===== config.mk =====
export PLATFORM = sky130hd
export DESIGN_NAME = unary_alu_with_condition_codes_unit
export DESIGN_NICKNAME = d
export VERILOG_FILES = /design/src/hdl/ualu_pkg.sv /design/src/hdl/ualu_exec.sv /design/src/hdl/unary_alu_with_condition_codes_unit.sv
export SDC_FILE = /design/constraint.sdc
export NUM_CORES = 1
export LEC_CHECK = 0
export BUFFER_PORTS_ARGS = -buffer_cell sky130_fd_sc_hd__buf_4
export CAP_MARGIN = 20
export CORE_ASPECT_RATIO = 1.2
export CORE_MARGIN = 10
export CORE_UTILIZATION = 63
export DETAILED_ROUTE_END_ITERATION = 10
export GPL_TIMING_DRIVEN = 0
export PLACE_DENSITY_LB_ADDON = 0.08
export SYNTH_ARGS = -nofsm -noshare
export SYNTH_HDL_FRONTEND = slang
export SYNTH_SLANG_ARGS = --single-unit

===== constraint.sdc =====
create_clock -name clk -period 27.9 [get_ports clk]
set_input_delay 4.185 -clock clk [delete_from_list [all_inputs] [get_ports clk]]
set_output_delay 4.185 -clock clk [all_outputs]
set_load 0.005 [all_outputs]

===== src/hdl/ualu_pkg.sv =====
// ----------------------------------------------------------------------------
// ualu_pkg
// Shared widths, operation and condition codes, and the condition evaluator
// for the single-operand ALU with XNZVC condition codes.
// ----------------------------------------------------------------------------
package ualu_pkg;

  localparam int DATA_W  = 32;
  localparam int REQ_W   = 4;
  localparam int SIZE_W  = 2;
  localparam int CC_W    = 4;
  localparam int FLAGS_W = 5;

  // flag bit positions, XNZVC
  localparam int FL_X = 4;
  localparam int FL_N = 3;
  localparam int FL_Z = 2;
  localparam int FL_V = 1;
  localparam int FL_C = 0;

  typedef enum logic [REQ_W-1:0] {
    REQ_NEG        = 4'd0,
    REQ_NEGX       = 4'd1,
    REQ_NOT        = 4'd2,
    REQ_CLR        = 4'd3,
    REQ_TST        = 4'd4,
    REQ_NBCD       = 4'd5,
    REQ_TAS        = 4'd6,
    REQ_SWAP       = 4'd7,
    REQ_EXT        = 4'd8,
    REQ_LOAD_FLAGS = 4'd9,
    REQ_COND_TEST  = 4'd10,
    REQ_MOVE_FLAGS = 4'd11
  } req_code_t;

  typedef enum logic [SIZE_W-1:0] {
    SZ_BYTE = 2'd0,
    SZ_WORD = 2'd1,
    SZ_LONG = 2'd2
  } size_code_t;

  typedef enum logic [CC_W-1:0] {
    CC_T  = 4'd0,
    CC_F  = 4'd1,
    CC_HI = 4'd2,
    CC_LS = 4'd3,
    CC_CC = 4'd4,
    CC_CS = 4'd5,
    CC_NE = 4'd6,
    CC_EQ = 4'd7,
    CC_VC = 4'd8,
    CC_VS = 4'd9,
    CC_PL = 4'd10,
    CC_MI = 4'd11,
    CC_GE = 4'd12,
    CC_LT = 4'd13,
    CC_GT = 4'd14,
    CC_LE = 4'd15
  } cond_code_t;

  typedef struct packed {
    logic [REQ_W-1:0]  req_type;
    logic [SIZE_W-1:0] op_size;
    logic [DATA_W-1:0] operand;
    logic [CC_W-1:0]   cond_code;
  } req_t;

  typedef struct packed {
    logic [DATA_W-1:0]  value;
    logic [FLAGS_W-1:0] flags;
    logic               cond;
  } res_t;

  // Condition test against XNZVC; the false slot counts as true here.
  function automatic logic cond_eval(input logic [CC_W-1:0] cc,
                                     input logic [FLAGS_W-1:0] f);
    logic c, z, v, n, t;
    c = f[FL_C];
    z = f[FL_Z];
    v = f[FL_V];
    n = f[FL_N];
    unique case (cc)
      CC_T, CC_F: t = 1'b1;
      CC_HI:      t = !c && !z;
      CC_LS:      t = c || z;
      CC_CC:      t = !c;
      CC_CS:      t = c;
      CC_NE:      t = !z;
      CC_EQ:      t = z;
      CC_VC:      t = !v;
      CC_VS:      t = v;
      CC_PL:      t = !n;
      CC_MI:      t = n;
      CC_GE:      t = (n == v);
      CC_LT:      t = (n != v);
      CC_GT:      t = (n == v) && !z;
      CC_LE:      t = (n != v) || z;
      default:    t = 1'b1;
    endcase
    return t;
  endfunction

endpackage


===== src/hdl/ualu_exec.sv =====
// ----------------------------------------------------------------------------
// ualu_exec
// Combinational execute step: result value, new flags and condition outcome
// for one operation against the current flag register.
// ----------------------------------------------------------------------------
module ualu_exec (
  input  ualu_pkg::req_t                    req,
  input  logic [ualu_pkg::FLAGS_W-1:0]      flags,
  output ualu_pkg::res_t                    res
);
  import ualu_pkg::*;

  logic [DATA_W-1:0]  mask;
  logic [DATA_W-1:0]  sign;
  logic [DATA_W-1:0]  u;
  logic               x;
  logic [DATA_W-1:0]  neg_v;
  logic [DATA_W-1:0]  negx_v;
  logic [DATA_W-1:0]  not_v;
  logic [DATA_W-1:0]  swap_v;
  logic [15:0]        ext_w;
  logic [DATA_W-1:0]  ext_l;
  logic [7:0]         tas_b;

  // decimal negate datapath
  logic [7:0]         bcd_dec;
  logic [8:0]         bcd_raw;
  logic [8:0]         bcd_res;
  logic               bcd_neg;
  logic [8:0]         bcd_abs;
  logic [6:0]         bcd_mag;
  logic [14:0]        bcd_prod;
  logic [3:0]         bcd_q;
  logic [3:0]         bcd_r;
  logic [7:0]         bcd_q8;
  logic [7:0]         bcd_r8;
  logic [7:0]         bcd_v;
  logic               bcd_borrow;

  logic [DATA_W-1:0]  v;
  logic [FLAGS_W-1:0] f;

  // keep X, set N and Z from the sized value, clear V and C
  function automatic logic [FLAGS_W-1:0] nz_flags(input logic [FLAGS_W-1:0] fi,
                                                  input logic [DATA_W-1:0] val,
                                                  input logic [DATA_W-1:0] sgn);
    logic [FLAGS_W-1:0] fo;
    fo       = '0;
    fo[FL_X] = fi[FL_X];
    fo[FL_N] = |(val & sgn);
    fo[FL_Z] = (val == '0);
    return fo;
  endfunction

  always_comb begin
    unique case (req.op_size)
      SZ_BYTE: begin
        mask = 32'h0000_00ff;
        sign = 32'h0000_0080;
      end
      SZ_WORD: begin
        mask = 32'h0000_ffff;
        sign = 32'h0000_8000;
      end
      default: begin
        mask = 32'hffff_ffff;
        sign = 32'h8000_0000;
      end
    endcase
  end

  assign u      = req.operand & mask;
  assign x      = flags[FL_X];
  assign neg_v  = (32'd0 - u) & mask;
  assign negx_v = (32'd0 - u - {31'd0, x}) & mask;
  assign not_v  = ~u & mask;
  assign swap_v = {req.operand[15:0], req.operand[31:16]};
  assign ext_w  = {{8{req.operand[7]}}, req.operand[7:0]};
  assign ext_l  = {{16{req.operand[15]}}, req.operand[15:0]};
  assign tas_b  = req.operand[7:0];

  // 100 - (10*hi + lo) - X, digits by truncating division toward zero
  assign bcd_dec    = ({4'd0, req.operand[7:4]} << 3) + ({4'd0, req.operand[7:4]} << 1)
                      + {4'd0, req.operand[3:0]};
  assign bcd_raw    = 9'd100 - {1'b0, bcd_dec} - {8'd0, x};
  assign bcd_borrow = !(bcd_dec == 8'd0 && !x);
  assign bcd_res    = (bcd_raw == 9'd100) ? 9'd0 : bcd_raw;
  assign bcd_neg    = bcd_res[8];
  assign bcd_abs    = bcd_neg ? (9'd0 - bcd_res) : bcd_res;
  assign bcd_mag    = bcd_abs[6:0];
  // divide by ten through the reciprocal 205/2048, exact for values below 1029
  assign bcd_prod   = {8'd0, bcd_mag} * 15'd205;
  assign bcd_q      = bcd_prod[14:11];
  assign bcd_r      = bcd_mag[3:0] - {bcd_q[2:0], 1'b0} - {bcd_q[0], 3'b000};
  assign bcd_q8     = bcd_neg ? (8'd0 - {4'd0, bcd_q}) : {4'd0, bcd_q};
  assign bcd_r8     = bcd_neg ? (8'd0 - {4'd0, bcd_r}) : {4'd0, bcd_r};
  assign bcd_v      = {bcd_q8[3:0], 4'd0} | bcd_r8;

  always_comb begin
    v = '0;
    f = flags;
    unique case (req.req_type) inside
      REQ_NEG: begin
        v       = neg_v;
        f       = nz_flags(flags, neg_v, sign);
        f[FL_X] = (u != '0);
        f[FL_V] = (u == sign);
        f[FL_C] = (u != '0);
      end
      REQ_NEGX: begin
        v       = negx_v;
        f[FL_X] = !(u == '0 && !x);
        f[FL_N] = |(negx_v & sign);
        f[FL_Z] = flags[FL_Z] && (negx_v == '0);
        f[FL_V] = (u == sign) && !x;
        f[FL_C] = !(u == '0 && !x);
      end
      REQ_NOT: begin
        v = not_v;
        f = nz_flags(flags, not_v, sign);
      end
      REQ_CLR: begin
        v       = '0;
        f       = '0;
        f[FL_X] = x;
        f[FL_Z] = 1'b1;
      end
      REQ_TST, REQ_MOVE_FLAGS: begin
        v = u;
        f = nz_flags(flags, u, sign);
      end
      REQ_NBCD: begin
        v       = {24'd0, bcd_v};
        f[FL_X] = bcd_borrow;
        f[FL_N] = bcd_v[7];
        f[FL_Z] = flags[FL_Z] && (bcd_v == 8'd0);
        f[FL_V] = flags[FL_V];
        f[FL_C] = bcd_borrow;
      end
      REQ_TAS: begin
        v = {24'd0, tas_b | 8'h80};
        f = nz_flags(flags, {24'd0, tas_b}, 32'h0000_0080);
      end
      REQ_SWAP: begin
        v = swap_v;
        f = nz_flags(flags, swap_v, 32'h8000_0000);
      end
      REQ_EXT: begin
        if (!req.op_size[1]) begin
          v = {req.operand[31:16], ext_w};
          f = nz_flags(flags, {16'd0, ext_w}, 32'h0000_8000);
        end else begin
          v = ext_l;
          f = nz_flags(flags, ext_l, 32'h8000_0000);
        end
      end
      REQ_LOAD_FLAGS: begin
        f = req.operand[FLAGS_W-1:0];
      end
      REQ_COND_TEST: begin
        v = (req.cond_code != CC_F && cond_eval(req.cond_code, flags)) ?
            32'h0000_00ff : 32'h0000_0000;
      end
      default: begin
        v = '0;
        f = flags;
      end
    endcase
  end

  assign res.value = v;
  assign res.flags = f;
  assign res.cond  = cond_eval(req.cond_code, f);

endmodule


===== src/hdl/unary_alu_with_condition_codes_unit.sv =====
// ----------------------------------------------------------------------------
// unary_alu_with_condition_codes_unit
// Single-operand ALU (NEG, NEGX, NOT, CLR, TST, NBCD, TAS, SWAP, EXT, flag
// load, condition test, move flags) with a five-bit XNZVC flag register.
//
//   channel | handshake            | payload
//   --------+----------------------+-------------------------------------------
//   in      | in_valid / in_ready  | req_type, op_size, operand, cond_code
//   out     | out_valid/ out_ready | result_value, flags_out, cond_true
//
// One item per cycle while the output is not stalled; a result passes from
// the input register into the result register, which the execute pass loads.
// The flag register updates in that execute pass, so the next item already
// sees the new flags.
// Reset clears both stage valids and the flags to zero.
// A stalled output holds the result register; the input register still
// takes one more item, then in_ready drops until the output drains.
// ----------------------------------------------------------------------------
module unary_alu_with_condition_codes_unit (
  input  logic                              clk,
  input  logic                              rst,
  input  logic                              in_valid,
  output logic                              in_ready,
  input  logic [ualu_pkg::REQ_W-1:0]        req_type,
  input  logic [ualu_pkg::SIZE_W-1:0]       op_size,
  input  logic [ualu_pkg::DATA_W-1:0]       operand,
  input  logic [ualu_pkg::CC_W-1:0]         cond_code,
  output logic                              out_valid,
  input  logic                              out_ready,
  output logic [ualu_pkg::DATA_W-1:0]       result_value,
  output logic [ualu_pkg::FLAGS_W-1:0]      flags_out,
  output logic                              cond_true
);
  import ualu_pkg::*;

  logic               s1_valid;
  req_t               s1_req;
  logic               s1_go;
  logic               in_xfer;
  logic [FLAGS_W-1:0] flag_reg;
  res_t               exec_res;

  assign s1_go    = s1_valid && (!out_valid || out_ready);
  assign in_ready = !s1_valid || s1_go;
  assign in_xfer  = in_valid && in_ready;

  ualu_exec u_exec (
    .req   (s1_req),
    .flags (flag_reg),
    .res   (exec_res)
  );

  always_ff @(posedge clk) begin
    if (rst) begin
      s1_valid  <= 1'b0;
      out_valid <= 1'b0;
      flag_reg  <= '0;
    end else begin
      if (in_ready) begin
        s1_valid <= in_valid;
      end
      if (s1_go) begin
        out_valid <= 1'b1;
        flag_reg  <= exec_res.flags;
      end else if (out_ready) begin
        out_valid <= 1'b0;
      end
    end
  end

  always_ff @(posedge clk) begin
    if (in_xfer) begin
      s1_req.req_type  <= req_type;
      s1_req.op_size   <= op_size;
      s1_req.operand   <= operand;
      s1_req.cond_code <= cond_code;
    end
    // advance into the result register only when it is free or draining
    if (s1_go) begin
      result_value <= exec_res.value;
      flags_out    <= exec_res.flags;
      cond_true    <= exec_res.cond;
    end
  end

endmodule


==> impl_metrics.tcl <==
set metrics [dict create \
    finalNonFillerCells 1474 \
    vias_per_cell 7.207 \
    worstReg2RegStart "s1_req[8]$_DFFE_PP_" \
    grt_pass1_wl_microns 55300 \
    synth_cell_types 99 \
    top_register "s1_req" \
    synth_top_area_share_pct 25.04 \
    synth_seq_cells 87 \
    ys_seq_area_share_pct 26.50 \
    min_path_type "reg -> reg" \
    outcome "finished clean" \
    nFillCells 1201 \
    drtPass1Iterations 7 \
    r2r_end "cond_true$_DFFE_PP_" \
    vdd_drop_max_uv 460.8 \
    drtIter0Drc 1770 \
    muxShareOfSynthArea_pct 1.056 \
    final-hold-violation-count 0 \
    io_pins 86 \
    track_usage_pct 33.31 \
    hold_ws_ns 0.5391 \
    reg.largest.list "s1_req (42), result_value (32)" \
    root_buffer "clkbuf_16" \
    tightest_slew_ns 0.8944 \
    max_freq_ghz 0.09460 \
    synth_xor_area_share_pct 5.974 \
    synth_edf_count 80 \
    yosys.area_share.simple_pct 23.66 \
    initial_core_util_pct 64.13 \
    cp.required_ns 28.00 \
    synthTopCellsByCount "nand2_1, nor2_1, a21oi_1, edfxtp_1, o21ai_0" \
    dp_hpwl_microns 27050 \
    h-tree-depth 3 \
    vias 10620 \
    dp_cells 1458 \
    drv_slew 0 \
    nets 1383 \
    fin_crit_ns 10.57 \
    yosys_warnings 0 \
    crit_fanout 10 \
    core_area_sq_um 14960 \
    crit_slowest_cell "a2111oi_0" \
    rsz0062_at_grt "no" \
    syn-cell-area_sq_um 9593 \
    clock_skew_ns 0.009059 \
    drv_cap 0 \
    fin_setup_tns_ns 0 \
    postCtsSetupRepairBufs 0 \
    cts.repair.resized 0 \
    synth-compound-area-share_pct 27.27 \
    rrSetupSlack_ns 17.33 \
    setup_viol 0 \
    period_share_pct 37.89 \
    syn-num-nets 1284 \
    cts_buffers 9 \
    gp_congestion 1.079 \
    antennaDiodeCount 0 \
    largest_register_ffs 42 \
    synth_area_leaders "edfxtp_1, ha_1, a21oi_1" \
    grt_max_degree 32 \
    r2r_cells 33 \
    antenna_found_initial 0 \
    dp_slack_ns 17.60 \
    die-area_sq_um 20580 \
    die_y_microns 155.2 \
    clock_path_buffers 2 \
    wl_microns 35590 \
    critPathMaxStageDelay_ns 0.79 \
    numPortBuffers 85 \
    synth_adder_area_share_pct 10.17 \
    synth_top_family_by_area "compound AO/OA/AOI/OAI gates" \
    ant_nets 0 \
    layout_setup_ws_ns 17.33 \
    setup.worst_path.start_class "flop" \
    crit_type "reg -> reg" \
    path_clk_slew_ns 0.07 \
    worstSkewPairLatency_ns 0.36 \
    synthArstFlopShare_pct 0 \
    critPathCaptureType "flop" \
    crit_top_cell "ha_1" \
    synth_area_leader_cell "edfxtp_1" \
    power.leakage_nw 4.015 \
    ys.flop_type "edfxtp_1" \
    drive_above_1_share_pct 12.91 \
    worstPathArrival_ns 10.67 \
    die_w_microns 132.6 \
    startpoint "s1_req[8]$_DFFE_PP_" \
    areaGrowthSynthToFinish_pct 12.95 \
    num_rows 49 \
    cts_tree "yes" \
    relSlewSlack_pct 39.82 \
    cellPowerDensity_nw_per_um2 136.5 \
    route.detailed.drc 0 \
    clock-sinks 87 \
    grt-ovfl-total 0 \
    endpoint "cond_true$_DFFE_PP_" \
    grt_pass1_vias 10160 \
    avgSynthCellArea_sq_um 8.227 \
    wire_per_inst_microns 24.15 \
    syn_inst 1166 \
    cts_hold_buf 0 \
]
[worst min path at each step]
stage,cells past startpoint,to,slack (ns),startpoint
4_1_cts,2,out_valid$_SDFFE_PP0P_,0.54,s1_valid$_SDFFE_PP0N_
3_5_place_dp,2,out_valid$_SDFFE_PP0P_,0.53,s1_valid$_SDFFE_PP0N_
2_1_floorplan,2,out_valid$_SDFFE_PP0P_,0.48,s1_valid$_SDFFE_PP0N_
3_3_place_gp,2,out_valid$_SDFFE_PP0P_,0.49,s1_valid$_SDFFE_PP0N_
6_report,2,out_valid$_SDFFE_PP0P_,0.54,s1_valid$_SDFFE_PP0N_
5_1_grt,2,out_valid$_SDFFE_PP0P_,0.56,s1_valid$_SDFFE_PP0N_
[logic make-up after synthesis]
family                   count (synthesis)
XOR/XNOR                                63
buffers and inverters                  130
AO/OA/AOI/OAI                          367
multiplexers                            10
AND/OR/NAND/NOR                        437
adder cells (fa/ha/maj)                 72
flip-flops                              87
[routing by layer]
layer  routed length, microns  track usage [%]
met1                    12580            38.79
met2                    16400            54.39
met3                     3840            6.604
met4                     2771            22.82
met5                        0                0
[cell usage in the layout (no fill, tap or decap), types with 10 or more instances in the layout]
cell type,Yosys,layout
xnor2_1,37,37
xor2_1,24,24
nor2_1,103,103
o221ai_1,20,20
buf_4,0,86
ha_1,62,62
nor3_1,38,38
fa_1,10,10
a31oi_1,18,18
a221oi_1,10,10
a21oi_1,84,84
or3_1,16,16
edfxtp_1,80,80
clkbuf_1,58,57
nand2b_1,14,14
nor4_1,13,13
o2111ai_1,14,14
o22ai_1,16,16
and2_1,12,11
nor2b_1,17,17
o31ai_1,10,10
and3_1,12,12
buf_2,15,15
nand2_1,103,103
inv_1,52,52
o21ai_0,64,64
nand3_1,43,43
nand4_1,21,21
[critical path, delay by kind of cell, from the launching register on]
family / cells / cell delay (ns)
AOI/OAI and AO/OA: 11 / 3.01
xor gates and xnor gates: 5 / 1.35
adders and majority gates: 9 / 3.63
buffers and inverters: 4 / 0.56
DFF: 1 / 0.63
muxes: 1 / 0.28
and+or+nand+nor: 3 / 0.82
[area by class of cell]
cell class,instances,area [sq um],area share (%)
inverter,55,206.4,1.905
tap,204,255.2,2.356
multi-input combinational,949,6538,60.33
buffer,75,309.0,2.852
timing repair buffer,88,685.7,6.328
clock buffer,9,225.2,2.079
clock inverter,7,73.82,0.6813
sequential,87,2542,23.46
[power breakdown]
group          internal, mW  total (mW)  switching [mW]  leakage [nW]
Sequential            0.155       0.162         0.00677         0.828
Combinational         0.472        1.20           0.725          3.05
Clock                0.0631       0.121          0.0583         0.140
[metrics by stage]
stage               util, %  area, sq um  total power [mW]
detailed placement    70.43        10540             1.327
finish                72.43        10840             1.479
floorplan                 -         9593             1.054
global route          72.43        10840             1.618
global placement      70.10        10490             1.241
CTS                   72.43        10840             1.455
Power figures use the tool's default switching activity.
